--- config.mk ---
export PLATFORM = sky130hd
export DESIGN_NAME = gbfs_ctrl
export DESIGN_NICKNAME = d
export VERILOG_FILES = /design/src/sv/assert_macros.svh /design/src/sv/gbfs_pkg.sv /design/src/sv/gbfs_ctrl.sv
export SDC_FILE = /design/constraint.sdc
export NUM_CORES = 1
export LEC_CHECK = 0
export BUFFER_PORTS_ARGS = -buffer_cell sky130_fd_sc_hd__buf_2
export CORE_MARGIN = 1.5
export CORE_UTILIZATION = 30
export DETAILED_ROUTE_END_ITERATION = 12
export PLACE_DENSITY = 0.61
export SLEW_MARGIN = 25
export SYNTH_ARGS = -nofsm -noshare
export SYNTH_HDL_FRONTEND = slang
export SYNTH_SLANG_ARGS = --single-unit
--- constraint.sdc ---
create_clock -name clk -period 2.2 [get_ports clk]
set_input_delay 0.22 -clock clk [delete_from_list [all_inputs] [get_ports clk]]
set_output_delay 0.22 -clock clk [all_outputs]
set_load 0.005 [all_outputs]
--- src/sv/assert_macros.svh ---
// Assertion helpers for the top-level RTL.
`ifndef ASSERT_MACROS_SVH
`define ASSERT_MACROS_SVH
`ifndef NO_ASSERTIONS
`define ASSERT_CLK(label, prop) \
  label: assert property (@(posedge clk) disable iff (rst) prop) \
    else $error("assertion failed");
`define ASSERT_NEVER(label, expr) \
  label: assert property (@(posedge clk) disable iff (rst) !(expr)) \
    else $error("forbidden condition seen");
`else
`define ASSERT_CLK(label, prop)
`define ASSERT_NEVER(label, expr)
`endif
`endif

--- src/sv/gbfs_pkg.sv ---
package gbfs_pkg;

  localparam int IDX_W  = 12;
  localparam int KIND_W = 2;
  localparam int LEN_W  = 13;
  localparam int CFG_W  = 7;
  localparam int DIM_RESET = 64;

  localparam logic CFG_ROWS = 1'b0;
  localparam logic CFG_COLS = 1'b1;

  typedef enum logic [1:0] {
    CMD_WRITE     = 2'd0,
    CMD_SEARCH    = 2'd1,
    CMD_READ_KIND = 2'd2,
    CMD_READ_PATH = 2'd3
  } cmd_t;

  typedef enum logic [1:0] {
    KIND_EMPTY   = 2'd0,
    KIND_WALL    = 2'd1,
    KIND_VISITED = 2'd2,
    KIND_OTHER   = 2'd3
  } kind_t;

  typedef enum logic [1:0] {
    STEP_ZERO,
    STEP_INC,
    STEP_DEC
  } step_t;

  // Neighbour order: down, up, right, left, then the four diagonals.
  localparam step_t STEP_DR [8] = '{STEP_INC, STEP_DEC, STEP_ZERO, STEP_ZERO,
                                    STEP_INC, STEP_INC, STEP_DEC, STEP_DEC};
  localparam step_t STEP_DC [8] = '{STEP_ZERO, STEP_ZERO, STEP_INC, STEP_DEC,
                                    STEP_INC, STEP_DEC, STEP_INC, STEP_DEC};

  typedef enum logic [4:0] {
    ST_IDLE, ST_DISPATCH, ST_RESULT, ST_INIT, ST_CLEAR, ST_SEED, ST_DEQ,
    ST_CUR, ST_NB, ST_A1, ST_A2, ST_A3, ST_NX, ST_TAKE, ST_DIR, ST_FIN_RD,
    ST_FIN_CHK, ST_CNT, ST_CNT_LD, ST_FILL, ST_FILL_LD
  } state_t;

  typedef enum logic [4:0] {
    OP_NONE, OP_LATCH, OP_WRITE_KIND, OP_READ_KIND, OP_READ_PATH, OP_INIT,
    OP_CLEAR, OP_SEED, OP_DEQ, OP_LOAD_CUR, OP_NB, OP_RD_A1, OP_RD_A2,
    OP_RD_NX, OP_TAKE, OP_DIR_INC, OP_RD_FIN, OP_WALK_INIT, OP_CNT_RD,
    OP_WALK_LOAD, OP_FILL_INIT, OP_FILL, OP_RESULT
  } op_t;

  typedef struct packed {
    op_t op;
  } dp_cmd_t;

  typedef struct packed {
    cmd_t lat_cmd;
    logic clr_last;
    logic range_bad;
    logic q_empty;
    logic cur_fin;
    logic nb_ok;
    logic nb_diag;
    logic diag_blocked;
    logic take;
    logic dir_last;
    logic fin_reached;
    logic walk_start;
    logic pos_one;
    logic out_blocked;
  } dp_status_t;

endpackage

--- src/sv/gbfs_ctrl.sv ---
module gbfs_ctrl (
  input  logic                  clk,
  input  logic                  rst,
  input  logic                  cmd_valid,
  output logic                  cmd_stall,
  input  gbfs_pkg::dp_status_t  st,
  output gbfs_pkg::dp_cmd_t     dpc
);

  gbfs_pkg::state_t state, state_next;

  always_ff @(posedge clk) begin
    if (rst) begin
      state <= gbfs_pkg::ST_IDLE;
    end else begin
      state <= state_next;
    end
  end

  assign cmd_stall = (state != gbfs_pkg::ST_IDLE) || st.out_blocked;

  always_comb begin
    state_next = state;
    dpc.op = gbfs_pkg::OP_NONE;
    unique case (state)
      gbfs_pkg::ST_IDLE: begin
        if (cmd_valid && !cmd_stall) begin
          dpc.op = gbfs_pkg::OP_LATCH;
          state_next = gbfs_pkg::ST_DISPATCH;
        end
      end
      gbfs_pkg::ST_DISPATCH: begin
        unique case (st.lat_cmd)
          gbfs_pkg::CMD_WRITE: begin
            dpc.op = gbfs_pkg::OP_WRITE_KIND;
            state_next = gbfs_pkg::ST_RESULT;
          end
          gbfs_pkg::CMD_SEARCH: begin
            state_next = gbfs_pkg::ST_INIT;
          end
          gbfs_pkg::CMD_READ_KIND: begin
            dpc.op = gbfs_pkg::OP_READ_KIND;
            state_next = gbfs_pkg::ST_RESULT;
          end
          default: begin
            dpc.op = gbfs_pkg::OP_READ_PATH;
            state_next = gbfs_pkg::ST_RESULT;
          end
        endcase
      end
      gbfs_pkg::ST_RESULT: begin
        dpc.op = gbfs_pkg::OP_RESULT;
        state_next = gbfs_pkg::ST_IDLE;
      end
      gbfs_pkg::ST_INIT: begin
        dpc.op = gbfs_pkg::OP_INIT;
        state_next = gbfs_pkg::ST_CLEAR;
      end
      gbfs_pkg::ST_CLEAR: begin
        dpc.op = gbfs_pkg::OP_CLEAR;
        if (st.clr_last) begin
          state_next = gbfs_pkg::ST_SEED;
        end
      end
      gbfs_pkg::ST_SEED: begin
        if (st.range_bad) begin
          state_next = gbfs_pkg::ST_RESULT;
        end else begin
          dpc.op = gbfs_pkg::OP_SEED;
          state_next = gbfs_pkg::ST_DEQ;
        end
      end
      gbfs_pkg::ST_DEQ: begin
        if (st.q_empty) begin
          state_next = gbfs_pkg::ST_FIN_RD;
        end else begin
          dpc.op = gbfs_pkg::OP_DEQ;
          state_next = gbfs_pkg::ST_CUR;
        end
      end
      gbfs_pkg::ST_CUR: begin
        dpc.op = gbfs_pkg::OP_LOAD_CUR;
        state_next = gbfs_pkg::ST_NB;
      end
      gbfs_pkg::ST_NB: begin
        priority if (st.cur_fin) begin
          state_next = gbfs_pkg::ST_FIN_RD;
        end else if (!st.nb_ok) begin
          state_next = gbfs_pkg::ST_DIR;
        end else begin
          dpc.op = gbfs_pkg::OP_NB;
          state_next = st.nb_diag ? gbfs_pkg::ST_A1 : gbfs_pkg::ST_NX;
        end
      end
      gbfs_pkg::ST_A1: begin
        dpc.op = gbfs_pkg::OP_RD_A1;
        state_next = gbfs_pkg::ST_A2;
      end
      gbfs_pkg::ST_A2: begin
        dpc.op = gbfs_pkg::OP_RD_A2;
        state_next = gbfs_pkg::ST_A3;
      end
      gbfs_pkg::ST_A3: begin
        state_next = st.diag_blocked ? gbfs_pkg::ST_DIR : gbfs_pkg::ST_NX;
      end
      gbfs_pkg::ST_NX: begin
        dpc.op = gbfs_pkg::OP_RD_NX;
        state_next = gbfs_pkg::ST_TAKE;
      end
      gbfs_pkg::ST_TAKE: begin
        if (st.take) begin
          dpc.op = gbfs_pkg::OP_TAKE;
        end
        state_next = gbfs_pkg::ST_DIR;
      end
      gbfs_pkg::ST_DIR: begin
        if (st.dir_last) begin
          state_next = gbfs_pkg::ST_DEQ;
        end else begin
          dpc.op = gbfs_pkg::OP_DIR_INC;
          state_next = gbfs_pkg::ST_NB;
        end
      end
      gbfs_pkg::ST_FIN_RD: begin
        dpc.op = gbfs_pkg::OP_RD_FIN;
        state_next = gbfs_pkg::ST_FIN_CHK;
      end
      gbfs_pkg::ST_FIN_CHK: begin
        if (st.fin_reached) begin
          dpc.op = gbfs_pkg::OP_WALK_INIT;
          state_next = gbfs_pkg::ST_CNT;
        end else begin
          state_next = gbfs_pkg::ST_RESULT;
        end
      end
      gbfs_pkg::ST_CNT: begin
        if (st.walk_start) begin
          dpc.op = gbfs_pkg::OP_FILL_INIT;
          state_next = gbfs_pkg::ST_FILL;
        end else begin
          dpc.op = gbfs_pkg::OP_CNT_RD;
          state_next = gbfs_pkg::ST_CNT_LD;
        end
      end
      gbfs_pkg::ST_CNT_LD: begin
        dpc.op = gbfs_pkg::OP_WALK_LOAD;
        state_next = gbfs_pkg::ST_CNT;
      end
      gbfs_pkg::ST_FILL: begin
        dpc.op = gbfs_pkg::OP_FILL;
        state_next = st.pos_one ? gbfs_pkg::ST_RESULT : gbfs_pkg::ST_FILL_LD;
      end
      gbfs_pkg::ST_FILL_LD: begin
        dpc.op = gbfs_pkg::OP_WALK_LOAD;
        state_next = gbfs_pkg::ST_FILL;
      end
      default: begin
        state_next = gbfs_pkg::ST_IDLE;
      end
    endcase
  end

endmodule

# --- After elaboration in Yosys (flattened, before gate mapping) ---
# Cells that the tools add are included.
word_totals:
  in_bits: 18
  out_inout_bits: 6
  regBits: 5
  word_cells: 58
classes:
  mux: 25
  n_eq_ne: 24
  reduce_logical: 8
ops:
  columns: ["cell", "count"]
  rows:
  - ["5-bit case mux with 20 select lines", 1]
  - ["5-bit case mux with 19 select lines", 1]
  - ["5-bit by 4-bit equality test with 1-bit output (second input constant)", 8]
  - ["4-bit 2-to-1 mux", 7]
  - ["5-bit equality test (second input constant)", 5]
  - ["5-bit 2-to-1 mux", 5]
  - ["5-bit by 3-bit equality test with 1-bit output (second input constant)", 4]
  - ["3-bit 2-to-1 mux", 6]
  - ["5-bit by 2-bit equality test with 1-bit output (second input constant)", 2]
  - ["3-bit case mux with 3 select lines", 1]
  - ["5-bit by 1-bit equality test with 1-bit output (second input constant)", 1]
  - ["5-bit logical NOT", 1]
  - ["5-bit nonzero test", 1]
  - ["2-bit inequality test (second input constant)", 2]
  - ["1-bit 2-to-1 mux", 3]
  - ["2-bit by 1-bit equality test with 1-bit output (second input constant)", 1]
  - ["2-bit equality test (second input constant)", 1]
  - ["2-bit logical NOT", 1]
  - ["2-bit 2-to-1 mux", 1]
  - ["2-bit AND reduction", 1]
  - ["2-bit OR reduction", 1]
  - ["1-bit logical AND", 1]
  - ["1-bit logical NOT", 1]
  - ["1-bit logical OR", 1]

# --- Logic depth before layout (Yosys ltp) ---
logic_depth:
  depth_word: 6
  ltp_mapped: 7
  depth_no_buf: 4

# --- Worst setup path before layout ---
# OpenSTA, ideal clock, no wires.
synth_path:
  path_kind: "reg-to-output"
  from: "register state[0]"
  to: "output dpc[4] in the netlist's numbering"
  arrival_ns: 1.321
  path_buffers: 3
  required_ns: 1.980
  path_stages_with_launch: 8
  path_slack_ns: 0.659
  path_cell_list: "dfxtp_1 -> buf_6 -> clkbuf_1 -> clkbuf_1 -> nand2_1 -> nor2_1 -> a21oi_1 -> o21ai_0"
synth_rtl:
  columns: ["element", "line", "text"]
  rows:
  - ["start, declared", "gbfs_ctrl.sv:10", "gbfs_pkg::state_t state, state_next;"]
  - ["start signal, assigned", "gbfs_ctrl.sv:14", "state <= gbfs_pkg::ST_IDLE;"]
  - ["start signal, assigned", "gbfs_ctrl.sv:16", "state <= state_next;"]
  - ["end, declared", "gbfs_ctrl.sv:7", "output gbfs_pkg::dp_cmd_t dpc"]

==> impl_metrics.tcl <==
set metrics [dict create \
    leakagePower_nw 0.403 \
    die_y_um 57.0 \
    core_um2 2760 \
    dp_slack_ns 0.395 \
    synth_seq_area_share 0.114 \
    cp_max_fo 14 \
    port_buffers 23 \
    firstDrtPassIters 4 \
    status "finished, final reports clean" \
    required_ns 1.98 \
    yosysWarningCount 0 \
    ir_drop_uv 349 \
    clock_skew_ns 0.00369 \
    startpoint_type "flop" \
    hp-class "in -> reg" \
    syn_area_um2 876 \
    tightest_slew_ns 0.474 \
    setup_violations 0 \
    slew_violations 0 \
    max_cap_viol_count 0 \
    ys_ff_latch 5 \
    cts_tree "done" \
    yosysMostFrequentCell "o21ai_0" \
    postCtsSetupRepairBufs 0 \
    synthTopCellsByCount "o21ai_0 (12), a21oi_1 (11), nor2_1 (11)" \
    slowest_delay_ns 0.61 \
    clock_path_buffers 2 \
    min_path_cells 2 \
    drc_errors 0 \
    synth_edf_count 0 \
    overflow 0 \
    layout.nets 176 \
    rsz0062_at_grt "no" \
    drive_gt1_frac 0.255 \
    regMostFlops "state" \
    grt_max_degree 21 \
    drt-total-wl_mm 2.78 \
    hold_ws_ns 0.225 \
    htreeDepth 1 \
    r2r_cells 5 \
    wl_per_cell_um 14.8 \
    reg2reg_from "state[0]" \
    period_share 0.948 \
    clkLatencyLatePin_ns 0.24 \
    ant_nets 0 \
    vias_per_cell 5.99 \
    crit_type "reg -> out" \
    largest_reg_flops 5 \
    power_density_nw_per_um2 413 \
    gp_routability_congestion 0.855 \
    fmax_ghz 0.480 \
    row_count 19 \
    slowest_stage "dfxtp_1" \
    critPathArrivalTime_ns 1.87 \
    io_pins 24 \
    track_usage 0.178 \
    reg.largest.list "state: 5 flops" \
    ys_top_cells_by_area "dfxtp_1 (11%), o21ai_0 (6.9%), a21oi_1 (6.3%)" \
    path_depth 5 \
    hold_start "rst" \
    reg2reg_slack_ns 0.48 \
    die_w_um 57.0 \
    drt_iter0_markers 72 \
    synth_top_cell_by_area "dfxtp_1" \
    reg2reg_to "state[0]" \
    antenna_cells 0 \
    synth.top_cell.area_share 0.114 \
    ys.flop_type "dfxtp_1" \
    clock-sinks 5 \
    cts_root_buf "clkbuf_4" \
    async_reset_ff_frac 0 \
    min_period_ns 2.09 \
    finalHoldViolations 0 \
    setup_ws_ns 0.115 \
    antenna_found_initial 0 \
    synth_cell_types 47 \
    grt_pass1_wl_mm 4.71 \
    crit_buf_inv 1 \
    initial_utilization 0.318 \
    end_kind "primary output" \
    syn_avg_cell_area_um2 6.64 \
    synthCells 132 \
    syn_to_final_growth_pct 22.6 \
    dieArea_um2 3250 \
    grt_pass1_vias 1049 \
    tns_ns 0 \
    min_to "state[4]" \
    cp_cell_sequence "nor3b_1 -> o21ai_1 -> o211ai_1 -> a221o_1 -> buf_2" \
    critPathTopFamily "compound AO/OA/AOI/OAI gates" \
    slew_headroom 0.684 \
    cts_buffers 3 \
    hpwl_mm 2.18 \
    syn_nets 150 \
    vias 1127 \
    clk_pin_slew_ns 0.04 \
]
-- report_power, final --
group,internal [mW],switching [mW]
sequential,0.0970,0.0183
combinational,0.106,0.117
clock,0.0685,0.0363
total,0.272,0.171
-- layer usage --
layer	global-route usage	share of wire	vias to the layer above	routed length (um)
li1	-	-	555	-
met1	0.255	0.44	511	1240
met2	0.266	0.46	55	1280
met3	0.0227	0.076	6	212
met4	0.0797	0.019	0	53
met5	0	0	-	0
-- placed cells by master (no fill, tap or decap), types with 4 or more instances in the layout --
master    instances
nand2_1           7
a21oi_1          11
inv_1             4
nand2b_1          7
buf_2            23
nor2b_1           5
o21ai_0          12
buf_4            10
nor2_1           11
nor3_1            5
nand3_1           4
-- timing repair --
action | CTS | global route
resized for setup | 0 | 2
hold buffers | 0 | 0
setup endpoints to repair | 0 | 2
-- cells by family (layout without fill, tap and decap cells) --
logic type	Yosys count	in the layout	synth area share
compound gates	54	54	0.423
xor+xnor	2	2	0.0200
simple gates	54	54	0.346
buf+inv	16	41	0.0857
flops	5	5	0.114
mux	1	1	0.0114
-- per-stage QoR --
stage	power, mW	utilization	cells	cell area, um^2
after floorplan	0.253	-	132	876
after global placement	0.335	0.379	184	1040
after detailed placement	0.337	0.379	184	1040
after CTS	0.446	0.388	188	1070
after global routing	0.477	0.389	188	1070
final	0.443	0.389	188	1070
-- area by class of cell --
type | count | area (um^2)
Inverter | 4 | 15.0
Fill cell | 302 | 1680
Tap cell | 31 | 38.8
Sequential cell | 5 | 103
Timing Repair Buffer | 33 | 190
Clock buffer | 4 | 26.3
Multi-Input combinational cell | 111 | 701
-- worst max path at each step --
stage / startpoint / to / slack (ns)
3_5_place_dp: state[4] / dpc[1] / 0.39
3_3_place_gp: state[4] / dpc[1] / 0.38
4_1_cts: state[0] / dpc[1] / 0.13
5_1_grt: state[0] / dpc[1] / 0.02
6_report: state[0] / dpc[1] / 0.11
2_1_floorplan: state[0] / dpc[4] / 0.66
Note: power is estimated with default switching activity, not from simulation.
